### src/rtl/core/hqs_pkg.sv
// ----------------------------------------------------------------------------
// hqs_pkg
// Shared types and constants for the quicksort engine: channel payloads,
// compare flags and the sequencer state encoding.
// ----------------------------------------------------------------------------
package hqs_pkg;

   localparam int VALUE_W = 32;

   // input transaction
   typedef struct packed {
      logic signed [VALUE_W-1:0] value;
      logic                      last;
   } req_type;

   // result transaction
   typedef struct packed {
      logic signed [VALUE_W-1:0] sorted_value;
      logic                      last_out;
      logic                      overflow;
   } rsp_type;

   // flags from the shared comparator
   typedef struct packed {
      logic lt;
      logic gt;
   } cmp_type;

   // sequencer states
   typedef enum logic [3:0] {
      ST_LOAD,
      ST_RANGE,
      ST_PIVOT,
      ST_SCAN_I,
      ST_SCAN_J,
      ST_SWAP,
      ST_SWAP_RD,
      ST_SPLIT,
      ST_INS_K,
      ST_INS_V,
      ST_INS_M,
      ST_INS_CMP,
      ST_OUT_RD,
      ST_OUT_LD
   } state_type;

endpackage

### src/rtl/core/hqs_value_mem.sv
// ----------------------------------------------------------------------------
// hqs_value_mem
// Value store: one write port and one read port with registered read data.
// Read data holds when no read is issued.
// ----------------------------------------------------------------------------
module hqs_value_mem #(
   parameter int DEPTH = 64
) (
   input  logic                                clock,
   input  logic                                wr_en,
   input  logic [$clog2(DEPTH)-1:0]            wr_addr,
   input  logic signed [hqs_pkg::VALUE_W-1:0]  wr_data,
   input  logic                                rd_en,
   input  logic [$clog2(DEPTH)-1:0]            rd_addr,
   output logic signed [hqs_pkg::VALUE_W-1:0]  rd_data
);

   logic signed [hqs_pkg::VALUE_W-1:0] mem [DEPTH];
   logic signed [hqs_pkg::VALUE_W-1:0] rd_data_ff;

   // write port
   always_ff @(posedge clock) begin
      if (wr_en) begin
         mem[wr_addr] <= wr_data;
      end
   end

   // registered read port
   always_ff @(posedge clock) begin
      if (rd_en) begin
         rd_data_ff <= mem[rd_addr];
      end
   end

   assign rd_data = rd_data_ff;

endmodule

### src/rtl/core/hqs_compare.sv
// ----------------------------------------------------------------------------
// hqs_compare
// Shared signed comparator: memory read data against the held key
// (pivot during partition, moving value during insertion).
// ----------------------------------------------------------------------------
module hqs_compare (
   input  logic signed [hqs_pkg::VALUE_W-1:0] a,
   input  logic signed [hqs_pkg::VALUE_W-1:0] b,
   output hqs_pkg::cmp_type                   result
);

   always_comb begin
      result.lt = (a < b);
      result.gt = (a > b);
   end

endmodule

### src/rtl/core/hqs_ctrl.sv
// ----------------------------------------------------------------------------
// hqs_ctrl
// Sequencer: loads values, runs Hoare partitioning with a middle pivot over
// an explicit range stack (insertion sort when the stack is full), then
// reads the store out in order.
// ----------------------------------------------------------------------------
module hqs_ctrl #(
   parameter int DEPTH       = 64,
   parameter int STACK_DEPTH = 8
) (
   input  logic                                clock,
   input  logic                                reset,
   // input channel
   input  logic                                req_valid,
   input  hqs_pkg::req_type                    req_payload,
   output logic                                req_stall,
   // result register hookup
   input  logic                                out_free,
   output logic                                out_load,
   output hqs_pkg::rsp_type                    out_item,
   // value store
   output logic                                mem_wr_en,
   output logic [$clog2(DEPTH)-1:0]            mem_wr_addr,
   output logic signed [hqs_pkg::VALUE_W-1:0]  mem_wr_data,
   output logic                                mem_rd_en,
   output logic [$clog2(DEPTH)-1:0]            mem_rd_addr,
   input  logic signed [hqs_pkg::VALUE_W-1:0]  mem_rd_data,
   // shared comparator
   output logic signed [hqs_pkg::VALUE_W-1:0]  cmp_key,
   input  hqs_pkg::cmp_type                    cmp_result
);

   localparam int IDX_W = $clog2(DEPTH);
   localparam int CNT_W = $clog2(DEPTH + 1);
   localparam int SP_W  = $clog2(STACK_DEPTH + 1);
   localparam int SPI_W = $clog2(STACK_DEPTH);

   hqs_pkg::state_type state_ff, state_in;

   logic [CNT_W-1:0]                    count_ff, count_in;
   logic                                ovf_ff, ovf_in;
   logic [IDX_W-1:0]                    lo_ff, lo_in;
   logic [IDX_W-1:0]                    hi_ff, hi_in;
   logic [IDX_W-1:0]                    i_ff, i_in;
   logic [IDX_W-1:0]                    j_ff, j_in;
   logic [IDX_W-1:0]                    blo_ff, blo_in;
   logic [IDX_W-1:0]                    bhi_ff, bhi_in;
   logic [CNT_W-1:0]                    k_ff, k_in;
   logic signed [hqs_pkg::VALUE_W-1:0]  key_ff, key_in;
   logic signed [hqs_pkg::VALUE_W-1:0]  vi_ff, vi_in;
   logic [SP_W-1:0]                     sp_ff, sp_in;
   logic [2*IDX_W-1:0]                  stack_ff [STACK_DEPTH];

   logic                                push_en;
   logic [2*IDX_W-1:0]                  push_entry;

   // decoded helpers
   logic                                accept;
   logic                                room;
   logic [CNT_W-1:0]                    count_next_load;
   logic [IDX_W:0]                      mid_sum;
   logic [IDX_W:0]                      left_size;
   logic [IDX_W:0]                      right_size;
   logic                                left_small;
   logic                                stack_full;
   logic [SP_W-1:0]                     sp_m1;
   logic [2*IDX_W-1:0]                  top_entry;
   logic                                out_is_last;

   assign accept          = req_valid && !req_stall;
   assign room            = (count_ff < CNT_W'(DEPTH));
   assign count_next_load = room ? (count_ff + CNT_W'(1)) : count_ff;
   assign mid_sum         = {1'b0, lo_ff} + {1'b0, hi_ff};
   assign left_size       = {1'b0, j_ff} - {1'b0, lo_ff} + (IDX_W+1)'(1);
   assign right_size      = {1'b0, hi_ff} - {1'b0, j_ff};
   assign left_small      = (left_size <= right_size);
   assign stack_full      = (sp_ff == SP_W'(STACK_DEPTH));
   assign sp_m1           = sp_ff - SP_W'(1);
   assign top_entry       = stack_ff[sp_m1[SPI_W-1:0]];
   assign out_is_last     = (k_ff == (count_ff - CNT_W'(1)));
   assign req_stall       = (state_ff != hqs_pkg::ST_LOAD);
   assign cmp_key         = key_ff;

   // next state
   always_comb begin
      state_in = state_ff;
      unique case (state_ff)
         hqs_pkg::ST_LOAD: begin
            if (accept && req_payload.last) begin
               state_in = hqs_pkg::ST_RANGE;
            end
         end
         hqs_pkg::ST_RANGE: begin
            if (lo_ff < hi_ff) begin
               state_in = hqs_pkg::ST_PIVOT;
            end else if (sp_ff == '0) begin
               state_in = hqs_pkg::ST_OUT_RD;
            end
         end
         hqs_pkg::ST_PIVOT:   state_in = hqs_pkg::ST_SCAN_I;
         hqs_pkg::ST_SCAN_I: begin
            if (!((i_ff < hi_ff) && cmp_result.lt)) begin
               state_in = hqs_pkg::ST_SCAN_J;
            end
         end
         hqs_pkg::ST_SCAN_J: begin
            if (!((j_ff > lo_ff) && cmp_result.gt)) begin
               state_in = (i_ff >= j_ff) ? hqs_pkg::ST_SPLIT : hqs_pkg::ST_SWAP;
            end
         end
         hqs_pkg::ST_SWAP:    state_in = hqs_pkg::ST_SWAP_RD;
         hqs_pkg::ST_SWAP_RD: state_in = hqs_pkg::ST_SCAN_I;
         hqs_pkg::ST_SPLIT: begin
            state_in = stack_full ? hqs_pkg::ST_INS_K : hqs_pkg::ST_RANGE;
         end
         hqs_pkg::ST_INS_K: begin
            state_in = (k_ff > {1'b0, bhi_ff}) ? hqs_pkg::ST_RANGE : hqs_pkg::ST_INS_V;
         end
         hqs_pkg::ST_INS_V:   state_in = hqs_pkg::ST_INS_M;
         hqs_pkg::ST_INS_M: begin
            state_in = (i_ff > blo_ff) ? hqs_pkg::ST_INS_CMP : hqs_pkg::ST_INS_K;
         end
         hqs_pkg::ST_INS_CMP: begin
            state_in = cmp_result.gt ? hqs_pkg::ST_INS_M : hqs_pkg::ST_INS_K;
         end
         hqs_pkg::ST_OUT_RD:  state_in = hqs_pkg::ST_OUT_LD;
         hqs_pkg::ST_OUT_LD: begin
            if (out_free) begin
               state_in = out_is_last ? hqs_pkg::ST_LOAD : hqs_pkg::ST_OUT_RD;
            end
         end
         default:             state_in = hqs_pkg::ST_LOAD;
      endcase
   end

   // datapath and outputs
   always_comb begin
      count_in    = count_ff;
      ovf_in      = ovf_ff;
      lo_in       = lo_ff;
      hi_in       = hi_ff;
      i_in        = i_ff;
      j_in        = j_ff;
      blo_in      = blo_ff;
      bhi_in      = bhi_ff;
      k_in        = k_ff;
      key_in      = key_ff;
      vi_in       = vi_ff;
      sp_in       = sp_ff;
      push_en     = 1'b0;
      push_entry  = '0;
      mem_wr_en   = 1'b0;
      mem_wr_addr = '0;
      mem_wr_data = '0;
      mem_rd_en   = 1'b0;
      mem_rd_addr = '0;
      out_load    = 1'b0;
      out_item.sorted_value = mem_rd_data;
      out_item.last_out     = out_is_last;
      out_item.overflow     = ovf_ff;

      unique case (state_ff)
         // collect values; a full store drops and flags
         hqs_pkg::ST_LOAD: begin
            if (accept) begin
               if (room) begin
                  mem_wr_en   = 1'b1;
                  mem_wr_addr = count_ff[IDX_W-1:0];
                  mem_wr_data = req_payload.value;
               end else begin
                  ovf_in = 1'b1;
               end
               count_in = count_next_load;
               if (req_payload.last) begin
                  lo_in = '0;
                  hi_in = IDX_W'(count_next_load - CNT_W'(1));
                  sp_in = '0;
               end
            end
         end
         // pick next range: partition, pop, or finish
         hqs_pkg::ST_RANGE: begin
            if (lo_ff < hi_ff) begin
               mem_rd_en   = 1'b1;
               mem_rd_addr = mid_sum[IDX_W:1];
            end else if (sp_ff == '0) begin
               k_in = '0;
            end else begin
               sp_in = sp_m1;
               lo_in = top_entry[2*IDX_W-1:IDX_W];
               hi_in = top_entry[IDX_W-1:0];
            end
         end
         hqs_pkg::ST_PIVOT: begin
            key_in      = mem_rd_data;
            i_in        = lo_ff;
            j_in        = hi_ff;
            mem_rd_en   = 1'b1;
            mem_rd_addr = lo_ff;
         end
         // scan up from the left while below pivot
         hqs_pkg::ST_SCAN_I: begin
            mem_rd_en = 1'b1;
            if ((i_ff < hi_ff) && cmp_result.lt) begin
               i_in        = i_ff + IDX_W'(1);
               mem_rd_addr = i_ff + IDX_W'(1);
            end else begin
               vi_in       = mem_rd_data;
               mem_rd_addr = j_ff;
            end
         end
         // scan down from the right while above pivot
         hqs_pkg::ST_SCAN_J: begin
            if ((j_ff > lo_ff) && cmp_result.gt) begin
               j_in        = j_ff - IDX_W'(1);
               mem_rd_en   = 1'b1;
               mem_rd_addr = j_ff - IDX_W'(1);
            end else if (i_ff < j_ff) begin
               mem_wr_en   = 1'b1;
               mem_wr_addr = i_ff;
               mem_wr_data = mem_rd_data;
            end
         end
         hqs_pkg::ST_SWAP: begin
            mem_wr_en   = 1'b1;
            mem_wr_addr = j_ff;
            mem_wr_data = vi_ff;
            i_in        = i_ff + IDX_W'(1);
            j_in        = j_ff - IDX_W'(1);
         end
         hqs_pkg::ST_SWAP_RD: begin
            mem_rd_en   = 1'b1;
            mem_rd_addr = i_ff;
         end
         // keep the smaller side, push or insertion-sort the larger
         hqs_pkg::ST_SPLIT: begin
            if (left_small) begin
               blo_in = j_ff + IDX_W'(1);
               bhi_in = hi_ff;
               hi_in  = j_ff;
               push_entry = {j_ff + IDX_W'(1), hi_ff};
            end else begin
               blo_in = lo_ff;
               bhi_in = j_ff;
               lo_in  = j_ff + IDX_W'(1);
               push_entry = {lo_ff, j_ff};
            end
            if (stack_full) begin
               k_in = left_small ? (CNT_W'(j_ff) + CNT_W'(2)) : (CNT_W'(lo_ff) + CNT_W'(1));
            end else begin
               push_en = 1'b1;
               sp_in   = sp_ff + SP_W'(1);
            end
         end
         // insertion sort of [blo, bhi]
         hqs_pkg::ST_INS_K: begin
            if (k_ff <= {1'b0, bhi_ff}) begin
               mem_rd_en   = 1'b1;
               mem_rd_addr = k_ff[IDX_W-1:0];
            end
         end
         hqs_pkg::ST_INS_V: begin
            key_in = mem_rd_data;
            i_in   = k_ff[IDX_W-1:0];
         end
         hqs_pkg::ST_INS_M: begin
            if (i_ff > blo_ff) begin
               mem_rd_en   = 1'b1;
               mem_rd_addr = i_ff - IDX_W'(1);
            end else begin
               mem_wr_en   = 1'b1;
               mem_wr_addr = i_ff;
               mem_wr_data = key_ff;
               k_in        = k_ff + CNT_W'(1);
            end
         end
         hqs_pkg::ST_INS_CMP: begin
            mem_wr_en   = 1'b1;
            mem_wr_addr = i_ff;
            if (cmp_result.gt) begin
               mem_wr_data = mem_rd_data;
               i_in        = i_ff - IDX_W'(1);
            end else begin
               mem_wr_data = key_ff;
               k_in        = k_ff + CNT_W'(1);
            end
         end
         // read out in order
         hqs_pkg::ST_OUT_RD: begin
            mem_rd_en   = 1'b1;
            mem_rd_addr = k_ff[IDX_W-1:0];
         end
         hqs_pkg::ST_OUT_LD: begin
            if (out_free) begin
               out_load = 1'b1;
               if (out_is_last) begin
                  count_in = '0;
                  ovf_in   = 1'b0;
                  sp_in    = '0;
               end else begin
                  k_in = k_ff + CNT_W'(1);
               end
            end
         end
         default: begin
            count_in = count_ff;
         end
      endcase
   end

   // control registers
   always_ff @(posedge clock) begin
      if (reset) begin
         state_ff <= hqs_pkg::ST_LOAD;
         count_ff <= '0;
         ovf_ff   <= 1'b0;
         sp_ff    <= '0;
      end else begin
         state_ff <= state_in;
         count_ff <= count_in;
         ovf_ff   <= ovf_in;
         sp_ff    <= sp_in;
      end
   end

   // working registers
   always_ff @(posedge clock) begin
      lo_ff  <= lo_in;
      hi_ff  <= hi_in;
      i_ff   <= i_in;
      j_ff   <= j_in;
      blo_ff <= blo_in;
      bhi_ff <= bhi_in;
      k_ff   <= k_in;
      key_ff <= key_in;
      vi_ff  <= vi_in;
   end

   // range stack
   always_ff @(posedge clock) begin
      if (push_en) begin
         stack_ff[sp_ff[SPI_W-1:0]] <= push_entry;
      end
   end

   // checks
   a_sp_bound: assert property (@(posedge clock) disable iff (reset)
      sp_ff <= SP_W'(STACK_DEPTH))
      else $error("range stack pointer past its depth");

   a_count_bound: assert property (@(posedge clock) disable iff (reset)
      count_ff <= CNT_W'(DEPTH))
      else $error("element count past store depth");

   a_scan_window: assert property (@(posedge clock) disable iff (reset)
      (state_ff == hqs_pkg::ST_SCAN_I || state_ff == hqs_pkg::ST_SCAN_J) |->
         (lo_ff < hi_ff) && (i_ff >= lo_ff) && (i_ff <= hi_ff) &&
         (j_ff >= lo_ff) && (j_ff <= hi_ff))
      else $error("partition scan index outside its range");

   a_last_starts_sort: assert property (@(posedge clock) disable iff (reset)
      (accept && req_payload.last) |=> (state_ff == hqs_pkg::ST_RANGE) && (count_ff != '0))
      else $error("last transaction did not start the sort");

   a_final_result_clears: assert property (@(posedge clock) disable iff (reset)
      (out_load && out_item.last_out) |=>
         (state_ff == hqs_pkg::ST_LOAD) && (count_ff == '0) && !ovf_ff)
      else $error("list state not cleared after the final result");

endmodule

### src/rtl/core/hoare_quicksort_engine.sv
// Input: one value accepted per cycle while loading; the input stalls from the
// last transaction until the final result is loaded. The sort works in place,
// with one store access at a time plus range bookkeeping, and falls back to
// insertion sort where the range stack is full.
// Output: each result is read from the single read port after the last is loaded.
// Reset: synchronous; clears the sequencer, counts, overflow flag and result valid.
// ----------------------------------------------------------------------------
// hoare_quicksort_engine
// Collects signed values until a last transaction, sorts them in place with
// Hoare partitioning around a middle pivot, then streams them out ascending.
// ----------------------------------------------------------------------------
module hoare_quicksort_engine #(
   parameter int DEPTH       = 64,
   parameter int STACK_DEPTH = 8
) (
   input  logic              clock,
   input  logic              reset,
   // input channel
   input  logic              req_valid,
   output logic              req_stall,
   input  hqs_pkg::req_type  req_payload,
   // result channel
   output logic              rsp_valid,
   input  logic              rsp_stall,
   output hqs_pkg::rsp_type  rsp_payload
);

   localparam int IDX_W = $clog2(DEPTH);

   logic                                mem_wr_en;
   logic [IDX_W-1:0]                    mem_wr_addr;
   logic signed [hqs_pkg::VALUE_W-1:0]  mem_wr_data;
   logic                                mem_rd_en;
   logic [IDX_W-1:0]                    mem_rd_addr;
   logic signed [hqs_pkg::VALUE_W-1:0]  mem_rd_data;
   logic signed [hqs_pkg::VALUE_W-1:0]  cmp_key;
   hqs_pkg::cmp_type                    cmp_result;

   logic                                out_free;
   logic                                out_load;
   hqs_pkg::rsp_type                    out_item;

   logic                                rsp_valid_ff, rsp_valid_in;
   hqs_pkg::rsp_type                    rsp_payload_ff;

   hqs_ctrl #(
      .DEPTH       (DEPTH),
      .STACK_DEPTH (STACK_DEPTH)
   ) u_ctrl (
      .clock       (clock),
      .reset       (reset),
      .req_valid   (req_valid),
      .req_payload (req_payload),
      .req_stall   (req_stall),
      .out_free    (out_free),
      .out_load    (out_load),
      .out_item    (out_item),
      .mem_wr_en   (mem_wr_en),
      .mem_wr_addr (mem_wr_addr),
      .mem_wr_data (mem_wr_data),
      .mem_rd_en   (mem_rd_en),
      .mem_rd_addr (mem_rd_addr),
      .mem_rd_data (mem_rd_data),
      .cmp_key     (cmp_key),
      .cmp_result  (cmp_result)
   );

   hqs_value_mem #(
      .DEPTH (DEPTH)
   ) u_mem (
      .clock   (clock),
      .wr_en   (mem_wr_en),
      .wr_addr (mem_wr_addr),
      .wr_data (mem_wr_data),
      .rd_en   (mem_rd_en),
      .rd_addr (mem_rd_addr),
      .rd_data (mem_rd_data)
   );

   hqs_compare u_cmp (
      .a      (mem_rd_data),
      .b      (cmp_key),
      .result (cmp_result)
   );

   // result register: free when empty or being taken this cycle
   assign out_free = !rsp_valid_ff || !rsp_stall;

   always_comb begin
      rsp_valid_in = rsp_valid_ff;
      if (out_load) begin
         rsp_valid_in = 1'b1;
      end else if (!rsp_stall) begin
         rsp_valid_in = 1'b0;
      end
   end

   always_ff @(posedge clock) begin
      if (reset) begin
         rsp_valid_ff <= 1'b0;
      end else begin
         rsp_valid_ff <= rsp_valid_in;
      end
   end

   always_ff @(posedge clock) begin
      if (out_load) begin
         rsp_payload_ff <= out_item;
      end
   end

   assign rsp_valid   = rsp_valid_ff;
   assign rsp_payload = rsp_payload_ff;

endmodule
### config.mk
export PLATFORM = sky130hd
export DESIGN_NAME = hoare_quicksort_engine
export DESIGN_NICKNAME = d
export VERILOG_FILES = /design/src/rtl/core/hqs_pkg.sv /design/src/rtl/core/hqs_value_mem.sv /design/src/rtl/core/hqs_compare.sv /design/src/rtl/core/hqs_ctrl.sv /design/src/rtl/core/hoare_quicksort_engine.sv
export SDC_FILE = /design/constraint.sdc
export NUM_CORES = 2
export LEC_CHECK = 0
export BUFFER_PORTS_ARGS = -buffer_cell sky130_fd_sc_hd__buf_2
export CAP_MARGIN = 20
export CORE_UTILIZATION = 45
export CTS_CLUSTER_SIZE = 12
export DETAILED_ROUTE_END_ITERATION = 10
export GPL_TIMING_DRIVEN = 0
export SYNTH_ARGS = -nofsm -noshare
export SYNTH_HDL_FRONTEND = slang
export SYNTH_SLANG_ARGS = --single-unit
### constraint.sdc
create_clock -name clock -period 5.5 [get_ports clock]
set_input_delay 0.825 -clock clock [delete_from_list [all_inputs] [get_ports clock]]
set_output_delay 0.825 -clock clock [all_outputs]
set_load 0.01 [all_outputs]
==> impl_metrics.ini <==
[floorplanning]
dieArea_sq_um = 216000
die_x_um = 465
dieHeight_um = 465
rows = 169
ioPinCount = 73
initial_utilization_pct = 45.4
core_area_sq_um = 213000

[cts]
numCtsBuffers = 232
cts_hold_buf = 0
clk_pin_slew_worst_paths_ns = 0.06
numClockSinks = 2334
cts_max_level = 4
cts_root_buffer = clkbuf_16
clockBufferDepth = 3
cts_tree = built
clkLatencyLatePin_ns = 0.91

[finish]
final_nets = 7942
drive_gt1_share_pct = 17.5
stdcell_count = 10800
regArea_sq_um = 69900
multi_input_area_sq_um = 26100
fill_cells = 17400
final_area_sq_um = 114000
area_growth_syn_to_layout_pct = 18.5

[timing]
fmax_mhz = 178
finalCriticalPeriod_ns = 5.61
worst_slew_pin_slew_ns = 1.27
finalCritPeriodShare_pct = 102
drv_slew = 0
setup_slack_ns = -0.107
fin_skew_ns = 0.0314
setup_violations = 11
rsz0062_at_grt = true
finalHoldViolCount = 0
max_slew_margin_pct = 15.1
whs_ns = 0.244

[yosys]
ys.flop_type = edfxtp_1
synth_area_leader_cell = edfxtp_1
ys_ff_latch = 2334
synthTopCellsByArea = edfxtp_1 (72%), nand2_1 (7.3%), nand3_1 (2.9%)
synth_cell_types = 89
async_flop_share_pct = 0
syn_nets = 7287
syn-mean-instance-area_sq_um = 13.5
synth_edf_count = 2317
synth.cells.most_frequent = edfxtp_1 (2317), nand2_1 (1886), nand3_1 (554)
synth_top_area_share_pct = 72.1
postSynthCellCount = 7138
synth_warnings = 0
yosysSeqAreaShare_pct = 72.4
synth_area_sq_um = 96500
synth_most_common_cell = edfxtp_1

[route]
drt_iter0_markers = 11800
vias = 68900
drc = 0
viasPerCell = 6.40
wl_met3_um = 53500
wl_per_cell_um = 34.0
wl_met2_um = 158000
first_pass_iters = 11
highest_layer = met5
wl_met1_um = 132000
routed_wl_um = 366000
ant_nets = 0

[global_routing]
grt_overflow = 0
grt_max_degree = 65
grt_pass1_vias = 63900
antenna_found_initial = 26
grt_pass1_wl_um = 498000
grt_use_total_pct = 33.1

[place]
placed_cells = 10200
gp_congestion = 0.993
postPlaceCellArea_sq_um = 103000
io_buffers = 71
dp_hpwl_um = 254000

[run]
maxCapViolations = 0

[critical_path]
end_kind = register
crit_arrival_ns = 6.22
critPathMaxFanout = 10
critPathRequiredTime_ns = 6.12
path_class = register to register
startpoint_type = register

[status]
violations = setup timing
outcome = finished with violations

[hold_path]
hold_path.class = input port to register
area by class of cell:
type,instances,share of cell area [%]
plain buffers,451,2.43
clock inverters,78,0.524
inverters,96,0.318
flip-flops and latches,2334,61.1
well taps,2821,3.09
diodes,8,0.0175
clock buffers,303,5.40
multi-input cells,4256,22.8
repair buffers,422,4.29
through the flow:
step                setup WS, ns  setup TNS [ns]  utilization (%)
floorplan                  0.167               0                -
global placement           -4.47        -8716.36             47.2
global route             -0.0747           -2.29             53.7
detailed placement         -2.47        -2381.17             48.6
CTS                      -0.0377          -0.267             53.1
finish                    -0.107          -0.376             53.8
worst max-delay path, stage by stage (launching register included):
cell and delay, ns:
edfxtp_1 0.40, ha_1 0.30, buf_4 0.19, nand4_1 0.14, buf_4 0.18, nor4_4 0.35, and3_4 0.27, buf_2 0.21
nor4_1 0.07, o22ai_1 0.15, and4_1 0.30, buf_4 0.28, and2_1 0.17, buf_2 0.26, buf_2 0.33, buf_2 0.33
a311oi_1 0.13, o21ai_0 0.34, nand4_1 0.42, mux2_2 0.49
worst paths after layout:
path | start | to | slack [ns] | cells after the start
worst min register to register | u_ctrl.ovf_ff | rsp_payload[0] | 0.45 | 0
worst max register to register | u_mem.rd_data[31] | u_mem.rd_data[25] | -0.11 | 19
worst min-delay path | rsp_stall | rsp_valid | 0.24 | 3
worst max-delay path | u_mem.rd_data[31] | u_mem.rd_data[25] | -0.11 | 19
metal layers:
| layer | global-route usage, % | vias to the layer above |
|---|---|---|
| li1 | - | 28100 |
| met1 | 43.4 | 34200 |
| met2 | 48.5 | 5352 |
| met3 | 11.2 | 1120 |
| met4 | 17.4 | 24 |
| met5 | 0.351 | - |
registers in the layout, indices dropped and copies added, names as in the netlist:
| signal | cells |
|---|---|
| u_ctrl.j_ff | 6 |
| rsp_valid | 1 |
| u_ctrl.hi_ff | 6 |
| u_mem.mem | 2048 |
| u_ctrl.i_ff | 6 |
| u_ctrl.blo_ff | 6 |
| u_ctrl.state_ff | 4 |
| u_mem.rd_data | 32 |
| u_ctrl.bhi_ff | 6 |
| u_ctrl.stack_ff | 96 |
| u_ctrl.count_ff | 7 |
| u_ctrl.vi_ff | 32 |
| u_ctrl.cmp_key | 32 |
| u_ctrl.k_ff | 7 |
| u_ctrl.ovf_ff | 1 |
| u_ctrl.sp_ff | 4 |
| rsp_payload | 34 |
| u_ctrl.lo_ff | 6 |
kinds of logic after synthesis:
kind of cell	share of synthesized area (%)
DFF	72.4
muxes	2.78
buffers and inverters	2.51
AOI/OAI and AO/OA	6.75
xor gates and xnor gates	0.517
adders and majority gates	1.49
and+or+nand+nor	13.5
placed cells by master, fill, tap and decap left out, types with 34 or more instances in the layout:
master,instances
a31oi_1,59
clkbuf_2,75
a32oi_1,53
nand3_1,551
buf_12,127
nor2_1,88
and3_1,213
clkinv_1,47
nor2_4,67
a311oi_1,143
buf_6,42
clkbuf_1,144
edfxtp_1,2317
a21oi_1,149
a222oi_1,37
mux4_2,54
nand4_1,38
clkbuf_16,237
o21ai_0,89
clkbuf_4,48
ha_1,107
inv_1,91
mux2i_1,132
a311o_1,34
buf_4,253
nand2_1,1846
buf_2,201
repair_timing:
action	in CTS	in global routing
setup endpoints to repair	2086	1082
buffers inserted	149	72
pin swaps	67	33
gates resized for setup	436	182
Power is not shown: default switching activity piles up to over one toggle a cycle in this logic, so the estimate is an artifact.
